<file path="config.mk">
export PLATFORM = sky130hd
export DESIGN_NAME = lrp_front
export DESIGN_NICKNAME = d
export VERILOG_FILES = /design/src/hdl/lrp_pkg.sv /design/src/hdl/lrp_front.sv
export SDC_FILE = /design/constraint.sdc
export NUM_CORES = 1
export LEC_CHECK = 0
export BUFFER_PORTS_ARGS = -buffer_cell sky130_fd_sc_hd__buf_2
export CAP_MARGIN = 20
export CELL_PAD_IN_SITES_DETAIL_PLACEMENT = 1
export CELL_PAD_IN_SITES_GLOBAL_PLACEMENT = 1
export CORE_ASPECT_RATIO = 1.1
export CORE_MARGIN = 4
export CORE_UTILIZATION = 45
export CTS_CLUSTER_SIZE = 28
export DETAILED_ROUTE_END_ITERATION = 6
export PLACE_DENSITY_LB_ADDON = 0.05
export SYNTH_ARGS = -nofsm -noshare
export SYNTH_HDL_FRONTEND = slang
export SYNTH_SLANG_ARGS = --single-unit
</file>
<file path="constraint.sdc">
create_clock -name clk -period 2 [get_ports clk]
set_clock_uncertainty 0.05 [all_clocks]
set_input_delay 0.4 -clock clk [delete_from_list [all_inputs] [get_ports clk]]
set_output_delay 0.4 -clock clk [all_outputs]
set_load 0.1 [all_outputs]
</file>
<file path="src/hdl/lrp_pkg.sv">
// ----------------------------------------------------------------------------
// lrp_pkg: shared types for the LR shift-reduce parse engine
// Opcodes, action and event kinds, beat payloads, queue entries and FSM states.
// ----------------------------------------------------------------------------
`timescale 1ns / 1ps

package lrp_pkg;

    // Queue between front and back
    localparam int Q_DEPTH = 4;
    localparam int QAW     = 2;

    typedef enum logic [1:0] {
        OP_ACT_WR  = 2'd0,
        OP_GOTO_WR = 2'd1,
        OP_TOKEN   = 2'd2,
        OP_RESTART = 2'd3
    } op_t;

    typedef enum logic [1:0] {
        AK_EMPTY  = 2'd0,
        AK_SHIFT  = 2'd1,
        AK_REDUCE = 2'd2,
        AK_ACCEPT = 2'd3
    } act_kind_t;

    typedef enum logic [1:0] {
        EV_SHIFT  = 2'd0,
        EV_REDUCE = 2'd1,
        EV_ACCEPT = 2'd2,
        EV_ERROR  = 2'd3
    } ev_kind_t;

    typedef struct packed {
        op_t         opcode;
        logic [7:0]  table_state;
        logic [5:0]  symbol_code;
        act_kind_t   action_kind;
        logic [7:0]  action_target;
        logic [3:0]  rhs_length;
        logic [7:0]  goto_target;
    } in_item_t;

    typedef struct packed {
        ev_kind_t    event_kind;
        logic [5:0]  event_symbol;
        logic [7:0]  from_state;
        logic [7:0]  below_state;
        logic [7:0]  pushed_state;
        logic        last;
    } out_item_t;

    // Classified command held in the queue
    typedef struct packed {
        op_t         op;
        logic        wr_ok;
        logic [7:0]  row;
        logic [5:0]  sym;
        act_kind_t   kind;
        logic [7:0]  target;
        logic [3:0]  len;
        logic [7:0]  gt;
    } cmd_t;

    // Back-end status seen by the front end
    typedef struct packed {
        logic pop;
        logic clear_done;
    } back_stat_t;

    typedef struct packed {
        act_kind_t   kind;
        logic [7:0]  target;
        logic [3:0]  len;
    } act_entry_t;

    typedef struct packed {
        logic        valid;
        logic [7:0]  state;
    } goto_entry_t;

    typedef enum logic [2:0] {
        BK_CLEAR,
        BK_IDLE,
        BK_DEC,
        BK_RED,
        BK_GOTO
    } bk_state_t;

endpackage

</file>
<file path="src/hdl/lrp_front.sv">
// ----------------------------------------------------------------------------
// lrp_front: input acceptance, classification and command queue
// Checks table-write state and symbol codes against the table bounds and queues each beat.
// ----------------------------------------------------------------------------
`timescale 1ns / 1ps

module lrp_front
    import lrp_pkg::*;
#(
    parameter int NUM_STATES       = 256,
    parameter int NUM_TERMINALS    = 64,
    parameter int NUM_NONTERMINALS = 64
) (
    input  logic       clk,
    input  logic       rst_n,
    input  logic       in_valid,
    output logic       in_ready,
    input  in_item_t   in_data,
    output logic       q_valid,
    output cmd_t       q_cmd,
    input  back_stat_t stat
);

    cmd_t           q_mem_reg [Q_DEPTH];
    logic [QAW-1:0] wr_ptr_reg;
    logic [QAW-1:0] rd_ptr_reg;
    logic [QAW:0]   count_reg;
    logic           accept;
    cmd_t           cmd;

    assign in_ready = (count_reg != (QAW+1)'(Q_DEPTH)) && stat.clear_done;
    assign accept   = in_valid && in_ready;
    assign q_valid  = (count_reg != '0);
    assign q_cmd    = q_mem_reg[rd_ptr_reg];

    // Classify the incoming beat
    always_comb
    begin
        cmd.op     = in_data.opcode;
        cmd.row    = in_data.table_state;
        cmd.sym    = in_data.symbol_code;
        cmd.kind   = in_data.action_kind;
        cmd.target = in_data.action_target;
        cmd.len    = in_data.rhs_length;
        cmd.gt     = in_data.goto_target;
        unique case (in_data.opcode) inside
            OP_ACT_WR:
            begin
                cmd.wr_ok = (32'(in_data.table_state) < NUM_STATES)
                         && (32'(in_data.symbol_code) < NUM_TERMINALS);
            end
            OP_GOTO_WR:
            begin
                cmd.wr_ok = (32'(in_data.table_state) < NUM_STATES)
                         && (32'(in_data.symbol_code) < NUM_NONTERMINALS);
            end
            OP_TOKEN, OP_RESTART:
            begin
                cmd.wr_ok = 1'b0;
            end
            default:
            begin
                cmd.wr_ok = 1'b0;
            end
        endcase
    end

    // Store the beat
    always_ff @(posedge clk)
    begin
        if (accept)
        begin
            q_mem_reg[wr_ptr_reg] <= cmd;
        end
    end

    // Advance pointers and count
    always_ff @(posedge clk or negedge rst_n)
    begin
        if (!rst_n)
        begin
            wr_ptr_reg <= '0;
            rd_ptr_reg <= '0;
            count_reg  <= '0;
        end
        else
        begin
            if (accept)
            begin
                wr_ptr_reg <= wr_ptr_reg + 1'b1;
            end
            if (stat.pop)
            begin
                rd_ptr_reg <= rd_ptr_reg + 1'b1;
            end
            if (accept && !stat.pop)
            begin
                count_reg <= count_reg + 1'b1;
            end
            else if (!accept && stat.pop)
            begin
                count_reg <= count_reg - 1'b1;
            end
        end
    end

endmodule

</file>
---- Word level (Yosys, flattened, before mapping) ----
Memories as Yosys holds them, arrays and structs flattened.
Cells that the tools add are included.
cells by class
  bitwise logic cells ..................... 0
  add/subtract/negate cells ............... 4
  $lt $le $gt $ge ......................... 0
  reductions and logical operators ........ 10
  div/mod/pow operators ................... 0
  $mul .................................... 0
  shifts and indexed selects .............. 0
  muxes and demuxes ....................... 5
  equal/unequal tests ..................... 2
operators with widths
  operator                                                               number
  3-bit 2-to-1 mux                                                       2
  2-bit by 1-bit adder with 2-bit output, second input constant          2
  1-bit logical AND                                                      4
  3-bit by 1-bit adder with 3-bit output, second input constant          1
  1-bit 2-to-1 mux                                                       3
  3-bit inequality test, second input constant                           1
  3-bit nonzero test                                                     1
  3-bit by 1-bit subtractor with 3-bit output, second input constant     1
  2-bit by 1-bit equality test with 1-bit output, second input constant  1
  1-bit logical NOT                                                      2
  2-bit logical NOT                                                      1
  2-bit nonzero test                                                     1
  2-bit OR reduction                                                     1
word-level totals
  flip-flop bits (word level) ............. 7
  input bits .............................. 43
  memories kept ........................... 1
  bits in writable memories ............... 156
  latch bits .............................. 0
  ROM bits ................................ 0
  output and inout port bits .............. 41
  word-level logic and storage cells ...... 25
memories
  name       depth  width  read ports  clocked after memory_dff  write ports  RTL line         RTL
  q_mem_reg  4      39     1           0                         1            lrp_front.sv:24  cmd_t q_mem_reg [Q_DEPTH];

---- Longest topological paths before layout ----
Gate-level depths: netlist of the first run.
  word-level depth ........................ 7
  depth in mapped cells ................... 8
  depth with buffers taken out ............ 8

---- Worst setup path before layout of the first run ----
Ideal clock, no wire load.
  path kind ............................... reg-to-output
  start point ............................. reg count_reg[0]
  end point ............................... out in_ready
  buffers on the path ..................... 0
  arrival time ............................ 2.678 ns
  setup slack ............................. -1.128 ns
  stages on the path, launching flop included .. 3
  data required time ...................... 1.550 ns
  cells stage by stage .................... dfrtp_1 nor2_1 a21boi_0
between the ends
  cells in the longest elaborated chain, start to end .. 2
RTL lines
  what                    RTL line          RTL
  from (decl)             lrp_front.sv:27   logic [QAW:0] count_reg;
  from (signal assigned)  lrp_front.sv:98   count_reg <= count_reg + 1'b1;
  from (signal assigned)  lrp_front.sv:102  count_reg <= count_reg - 1'b1;
  3-bit inequality test   lrp_front.sv:31   assign in_ready = (count_reg != (QAW+1)'(Q_DEPTH)) && stat.clear_done;
  1-bit logical AND       lrp_front.sv:31
  to (decl)               lrp_front.sv:17   output logic in_ready,
Every way passes these cells.

==> metrics, run 1 <==
status finished, violations left; failing checks setup timing; first-pass GRT wire length 17.9 mm; setup ws final -0.317 ns; Core Area 13200 um^2; setup TNS -10.94 ns; initial antenna violation count 0; largest net degree at the start of global routing 31; TritonCTS Sinks 163; Register-to-Register Path Depth 6; Slew @ Worst Pin 0.488 ns; CP max FO 9; placed standard-cell area 6900 um^2; Skew-Pair Late Insertion Delay 0.41 ns; Post-Syn Area 6090 um^2; die area 15500 um^2; pre-CTS setup slack 0.0344 ns; CP Launch Type flip-flop; GRT Total Usage 0.161; Final Critical Period 2.32 ns; final wirelength 11.6 mm; Final Hold Viols 0; Antenna Cells 0; vias in the first global route 3143; port buffer count 83; hold path endpoint q_mem_reg[3][16]$_DFFE_PP_; DRC viols 0; initial core utilization 0.461; drt pass-1 iters 4; Worst Path Arrival 1.87 ns; Post-DRT Antenna Nets 0; Post-DP HPWL 7.23 mm; via count 2761; max_cap viols 0; Clock transition at path regs 0.06 ns; final-report max-slew violation count 0; share of post-route cells with drive strength above 1 0.493; Layout Cell Area excl Fill 7790 um^2; CP Class reg2out; clk buf depth 2; Rel. slew slack 0.677; GR Overflow Total 0; endpoint type of the worst setup path output pin; Netlist cell types 19; syn avg cell area 25.3 um^2; Synth Instances 241; Net Count, Synth 290; register area share after synthesis 0.798; clock tree root driver cell clkbuf_16; synthesis warning total 0; worst path required time 1.55 ns; worst flop-to-flop path startpoint count_reg[0]$_DFFE_PN0P_; Avg Vias per Cell 5.21; Hold Path Origin in_data[16]; max reg flops 156; hold-critical path depth 1; Syn-to-layout area delta 28.0%; R2R Path End count_reg[1]$_DFFE_PN0P_; IO Count 84; #FFs+latches synth 163; CTS tree built; gpl congestion 0.665; CTS Buf Count 17; row cnt 44; CTS H-tree lvls 4; r2r setup slk 0.14 ns; final net count 405; fmax 432 MHz; drt wl/cell 21.8 um; unrepaired setup endpoints after global routing true; final setup fails 39; DRT iter0 DRCs 167; Horiz. Die Dim 119 um; Hold Path Class in2reg; final worst-path cycle share 1.16; Die Ht 130 um
[worst max-delay path by stage]
stage                 to  depth (start not counted)                 startpoint  slack [ns]
5_1_grt        q_cmd[10]                          3  rd_ptr_reg[0]$_DFFE_PN0P_       -0.39
3_5_place_dp   q_cmd[19]                          3  rd_ptr_reg[0]$_DFFE_PN0P_        0.03
3_3_place_gp   q_cmd[15]                          3  rd_ptr_reg[0]$_DFFE_PN0P_        0.04
2_1_floorplan  q_cmd[38]                          2  rd_ptr_reg[0]$_DFFE_PN0P_        0.09
6_report       q_cmd[16]                          3  rd_ptr_reg[0]$_DFFE_PN0P_       -0.32
4_1_cts        q_cmd[36]                          3  rd_ptr_reg[0]$_DFFE_PN0P_       -0.35
[through the flow]
step,cells,hold WS [ns],utilization
floorplan,241,0.0544,-
global placement,495,0.206,0.522
detailed placement,495,0.208,0.522
CTS,529,0.120,0.588
global route,530,0.131,0.590
finish,530,0.149,0.590
[cells in the final DEF, fill, tap and decap left out, types with 3 or more instances in the layout]
master     instances
mux4_2            39
bufinv_16          3
buf_2             43
xnor2_1            3
buf_8              5
clkinv_2           6
xor2_1             3
ha_1               4
buf_4              8
buf_6             35
dfrtp_1            5
edfxtp_1         156
clkinv_1           4
and2_2             4
clkbuf_16         17
inv_1              5
buf_12            12
[final cells by class]
type	instances	area, um^2
Tap cell	161	201
Clock inverter	14	144
Sequential cell	163	4860
Clock buffer	18	429
Fill cell	1103	5420
Multi-Input combinational cell	64	1110
Timing Repair Buffer	105	1020
Inverter	5	18.8
[cells in the mapped netlist]
master / instances / area [um^2]
mux2_2: 2 / 22.5
buf_12: 4 / 80.1
or3_1: 1 / 6.26
dfrtp_1: 7 / 175
mux4_2: 38 / 856
xnor2_1: 3 / 26.3
mux4_1: 1 / 26.3
nand2_1: 2 / 7.51
xor2_1: 3 / 26.3
buf_2: 4 / 20.0
ha_1: 5 / 62.6
nor2_1: 2 / 7.51
fa_1: 1 / 20.0
and2_1: 4 / 25.0
inv_1: 5 / 18.8
a21boi_0: 1 / 7.51
edfxtp_1: 156 / 4680
buf_6: 1 / 11.3
a21oi_2: 1 / 8.76
[layer usage]
layer	wire [um]	track usage
met1	4870	0.202
met2	6190	0.272
met3	388	0.0446
met4	104	0.0613
met5	0	0
[timing repair]
action,4_1_cts,5_1_grt
buffers inserted,0,1
gates resized for setup,83,6
endpoints found under the setup margin,40,40
gates cloned,1,0
hold buffers,1,0
hold endpoints to repair,7,0
pin swaps,1,2
[cells by family (layout without fill, tap and decap cells)]
kind of cell,after synthesis,in the layout,synth area share
flip-flops,163,163,0.798
multiplexers,41,41,0.148
adder cells (fa/ha/maj),6,6,0.0136
XOR/XNOR,6,6,0.00863
AO/OA/AOI/OAI,2,2,0.00267
buffers and inverters,14,142,0.0214
AND/OR/NAND/NOR,9,9,0.00760
[worst max-delay path: stages, from the launching register on]
cell and delay [ns]:
dfrtp_4 0.52, buf_16 0.17, mux4_2 0.56, buf_12 0.19
Power of run 1 is left out: the tool's default activity adds up to more than one toggle a clock period on the data nets, which glitch-free logic cannot reach.
==> run 2: changes to the inputs <==
MAX_ROUTING_LAYER = met4   (was not set)
==> run 2 against run 1 <==
Against the previous run:
- the run still ends with setup timing left
- flip-flop and latch count unchanged
- register-to-register slack about the same
- cell area unchanged
- global-route usage up 0.53 points
- first-iteration DRC count up 6.0%
- non-clock buffer count unchanged
- setup slack worse by 0.0013 ns
- utilization unchanged
- die area unchanged
- critical path type unchanged
- critical endpoint unchanged
- largest cell class unchanged
- highest routed layer unchanged
==> metrics, run 2 (synthesized netlist as in run 1, its figures left out) <==
Max stage delay on crit path 0.56 ns; Core Area 13200 um^2; Layout Cell Area excl Fill 7790 um^2; Final Critical Period 2.32 ns; commonest non-fill, non-tap cell in the layout edfxtp_1; Hold Path Class in2reg; fmax 431 MHz; row cnt 44; Antenna Cells 0; Worst Path Arrival 1.87 ns; worst flop-to-flop path startpoint count_reg[0]$_DFFE_PN0P_; CTS Buf Count 17; vias in the first global route 3129; GR Overflow Total 0; most frequent cells in the layout edfxtp_1 (156), buf_2 (43), mux4_2 (39); first-pass GRT wire length 18.0 mm; Syn-to-layout area delta 28.0%; drt wl/cell 21.9 um; final wirelength 11.6 mm; status finished, violations left; Hold Path Origin in_data[16]; CTS H-tree lvls 4; Clock transition at path regs 0.06 ns; clock tree root driver cell clkbuf_16; final-report max-slew violation count 0; max_cap viols 0; Slew @ Worst Pin 0.488 ns; unrepaired setup endpoints after global routing true; R2R Path End count_reg[1]$_DFFE_PN0P_; TritonCTS Sinks 163; die area 15500 um^2; endpoint type of the worst setup path output pin; final worst-path cycle share 1.16; hold path endpoint q_mem_reg[3][16]$_DFFE_PP_; final net count 405; failing checks setup timing; WL met3 423 um; Sequential cell area 4860 um^2; clk buf depth 2; Layout fillers 1103; DRC viols 0; setup ws final -0.319 ns; Horiz. Die Dim 119 um; Placed Instances 495; r2r setup slk 0.14 ns; largest net degree at the start of global routing 31; DRT iter0 DRCs 177; IO Count 84; worst path required time 1.55 ns; Non-Filler Instances 530; GRT Total Usage 0.167; Skew-Pair Late Insertion Delay 0.41 ns; Avg Vias per Cell 5.23; Met1 Wirelength 4.83 mm; initial antenna violation count 0; CTS tree built; Multi-input gate area 1110 um^2; Cell Chain, Critical Path buf_16 -> mux4_2 -> buf_12; met2 wire length 6.20 mm; Post-DP HPWL 7.23 mm; Post-DRT Antenna Nets 0; CP max-delay cell mux4_2; CP Class reg2out; Rel. slew slack 0.677; CP Launch Type flip-flop; Register-to-Register Path Depth 6; placed standard-cell area 6900 um^2; initial core utilization 0.461; port buffer count 83; hold-critical path depth 1; Die Ht 130 um; DR top layer met4; gpl congestion 0.672; Final Hold Viols 0; share of post-route cells with drive strength above 1 0.493; final setup fails 39; pre-CTS setup slack 0.0344 ns; drt pass-1 iters 4; max reg flops 156; via count 2773; CP max FO 9
==> run 2: cell counts in the layout (fill, tap and decap cells not counted) <==
No cell type changed its count.
==> run 2: final cells by class <==
cell class | count | share of cell area
Tap cell | 161 | 0.0258
Multi-Input combinational cell | 64 | 0.143
Clock buffer | 18 | 0.0551
Sequential cell | 163 | 0.624
Timing Repair Buffer | 105 | 0.131
Inverter | 5 | 0.00241
Clock inverter | 14 | 0.0185
==> run 2: worst max-delay path, delay by kind of cell (launching register included) <==
family	cells	cell delay [ns]
flops	1	0.52
buf+inv	2	0.36
mux	1	0.56
==> run 2: worst max path at each step <==
stage / from / endpoint / slack, ns / depth (start not counted)
2_1_floorplan: rd_ptr_reg[0]$_DFFE_PN0P_ / q_cmd[38] / 0.09 / 2
5_1_grt: rd_ptr_reg[0]$_DFFE_PN0P_ / q_cmd[10] / -0.39 / 3
6_report: rd_ptr_reg[0]$_DFFE_PN0P_ / q_cmd[16] / -0.32 / 3
4_1_cts: rd_ptr_reg[0]$_DFFE_PN0P_ / q_cmd[36] / -0.35 / 3
3_5_place_dp: rd_ptr_reg[0]$_DFFE_PN0P_ / q_cmd[19] / 0.03 / 3
3_3_place_gp: rd_ptr_reg[0]$_DFFE_PN0P_ / q_cmd[15] / 0.04 / 3
==> run 2: metal layers <==
metal  vias to the layer above  GRT usage
met5                         -          -
met4                         0     0.0613
met3                        11     0.0446
met2                        64      0.272
met1                      1461      0.203
li1                       1237          -
==> run 2: repair_timing <==
| action | in CTS | in global routing |
|---|---|---|
| pin swaps | 1 | 2 |
| cloned | 1 | 0 |
| hold buffers | 1 | 0 |
| buffers inserted | 0 | 1 |
| setup endpoints to repair | 40 | 40 |
| endpoints found under the hold margin | 7 | 0 |
| resized for setup | 83 | 6 |
==> run 2: through the flow <==
stage / setup TNS (ns) / hold WS, ns / util
floorplan: 0 / 0.0544 / -
global placement: 0 / 0.206 / 0.522
detailed placement: 0 / 0.208 / 0.522
CTS: -12.55 / 0.120 / 0.588
global route: -14.07 / 0.131 / 0.590
finish: -10.99 / 0.145 / 0.590
Power of run 2 is left out for the same reason.
==> run 3: changes to the inputs <==
ABC_AREA = 1   (was not set)
CORE_UTILIZATION = 42   (was 45)
==> run 3 against run 2 <==
Against the previous run:
- highest routed layer unchanged
- global-route usage rose by 0.86 points
- via count increased by 50%
- critical path depth is 3 higher
- the run still ends with setup timing left
- clock-buffer cell count grew 1
- first-iteration DRC count fell by 12%
- setup slack gained 0.091 ns
- register-to-register slack is essentially flat
- utilization decreased by 1.1 points
- routed wire length is 24% higher
==> metrics, run 3 <==
Core Area 15200 um^2; final worst-path cycle share 1.11; setup TNS -5.88 ns; final-report max-slew violation count 0; CTS tree built; Final Hold Viols 0; GRT Total Usage 0.175; area leader, netlist edfxtp_1; via count 4157; first-pass GRT wire length 23.1 mm; Placed Instances 779; top cell type's share of synthesized area 0.710; Synth Flop Type edfxtp_1; GR Overflow Total 0; Hold Path Class in2reg; CP Launch Type flip-flop; top cells by count, synth edfxtp_1 (156), nand2_1 (92), inv_1 (91); Synth Instances 510; worst path required time 1.55 ns; TritonCTS Sinks 163; Syn-to-layout area delta 33.8%; Worst Path Arrival 1.78 ns; synthesis warning total 0; drt pass-1 iters 4; number of synthesized flops with an enable pin 156; die area 17800 um^2; IO Count 84; clock tree root driver cell clkbuf_16; Final Critical Period 2.23 ns; DRC viols 0; drt wl/cell 17.5 um; #FFs+latches synth 163; status finished, violations left; Clock transition at path regs 0.06 ns; Horiz. Die Dim 127 um; post-synthesis mux area share 0; Rel. slew slack 0.679; setup ws final -0.228 ns; final setup fails 39; Non-Filler Instances 820; Post-DRT Antenna Nets 0; commonest non-fill, non-tap cell in the layout edfxtp_1; clk buf depth 2; max_cap viols 0; most frequent cells in the layout edfxtp_1 (156), inv_1 (91), nand2_1 (67); endpoint type of the worst setup path output pin; initial antenna violation count 1; Skew-Pair Late Insertion Delay 0.42 ns; gpl congestion 0.736; Avg Vias per Cell 5.07; CP max FO 6; share of post-route cells with drive strength above 1 0.323; adder-cell area share of the yosys netlist 0.0125; top post-synthesis cells by area edfxtp_1 (71%), nand2_1 (5.2%), inv_1 (5.2%); Netlist cell types 21; pre-CTS setup slack 0.128 ns; Post-Syn Area 6590 um^2; Post-synth ARST share 0.0429; post-synthesis simple-gate area fraction 0.0596; unrepaired setup endpoints after global routing true; count leader, synth edfxtp_1; Net Count, Synth 559; register area share after synthesis 0.737; failing checks setup timing; vias in the first global route 4465; compound-cell area share of the yosys netlist 0.105; Die Ht 139 um; initial core utilization 0.433; max reg flops 156; CTS Buf Count 17; largest net degree at the start of global routing 47; Slew @ Worst Pin 0.485 ns; CP Class reg2out; largest family of logic cells by synthesized area compound AO/OA/AOI/OAI gates; final net count 659; DRT iter0 DRCs 156; post-synthesis xor/xnor area fraction 0.00398; row cnt 47; port buffer count 83; syn avg cell area 12.9 um^2; fmax 449 MHz; final wirelength 14.4 mm; Post-DP HPWL 9.13 mm; CTS H-tree lvls 4
[run 3: cell count changes in the layout (fill, tap and decap cells not counted), moves of 5 or more]
cell and change:
a21oi_1 +8, mux4_2 -39, inv_1 +86, nand2_2 +25, nand2_1 +65, a21oi_2 +30
o21ai_1 +33, buf_12 +39, buf_8 -5, buf_6 -31, o211ai_1 +39
[run 3: cell families after synthesis]
family / count (synthesis)
adders and majority gates: 6
xor gates and xnor gates: 3
and+or+nand+nor: 102
AOI/OAI and AO/OA: 118
DFF: 163
buffers and inverters: 118
[run 3: metal layers]
metal | global-route usage | share of wire | up-vias
li1 | - | - | 1965
met4 | 0.0632 | 0.014 | 0
met2 | 0.308 | 0.56 | 77
met1 | 0.196 | 0.40 | 2097
met5 | - | 0 | -
met3 | 0.0360 | 0.031 | 18
[run 3: path summary, 6_finish.rpt]
check | start | endpoint | slack, ns | cells after the start
max | rd_ptr_reg[0]$_DFFE_PN0P_ | q_cmd[21] | -0.23 | 6
min | in_data[1] | q_mem_reg[1][1]$_DFFE_PP_ | 0.14 | 1
max reg2reg | count_reg[1]$_DFFE_PN0P_ | count_reg[2]$_DFFE_PN0P_ | 0.15 | 11
min reg2reg | count_reg[0]$_DFFE_PN0P_ | count_reg[0]$_DFFE_PN0P_ | 0.48 | 1
max in group asynchronous | rst_n | rd_ptr_reg[0]$_DFFE_PN0P_ | 1.39 | 2
min in group asynchronous | rst_n | count_reg[0]$_DFFE_PN0P_ | 0.30 | 2
[run 3: stage by stage]
stage               cell area [um^2]  hold slack [ns]   util
global route                    8820            0.129  0.579
finish                          8820            0.142  0.579
global placement                7990            0.214  0.525
CTS                             8750            0.118  0.574
floorplan                       6650           0.0544      -
detailed placement              7990            0.217  0.525
[run 3: timing repair]
item	4_1_cts	5_1_grt
hold buffers	1	0
hold endpoints to repair	7	0
setup buffers	4	1
pin swaps	23	13
endpoints found under the setup margin	39	42
gates resized for setup	58	20
cloned	2	0
[run 3: area by class of cell]
type,instances,area (um^2)
fillers,1483,6410
diodes,1,2.50
well taps,196,245
flip-flops and latches,163,4870
multi-input cells,229,1420
clock buffers,19,433
repair buffers,108,1400
clock inverters,13,118
inverters,91,342
[run 3: worst max-delay path, cell delays in order, from the launching register on]
cell and delay [ns]:
dfrtp_4 0.54, buf_6 0.15, buf_6 0.12, a21oi_2 0.13
o21ai_1 0.08, nand2_1 0.14, buf_12 0.19
Power of run 3 is left out for the same reason.
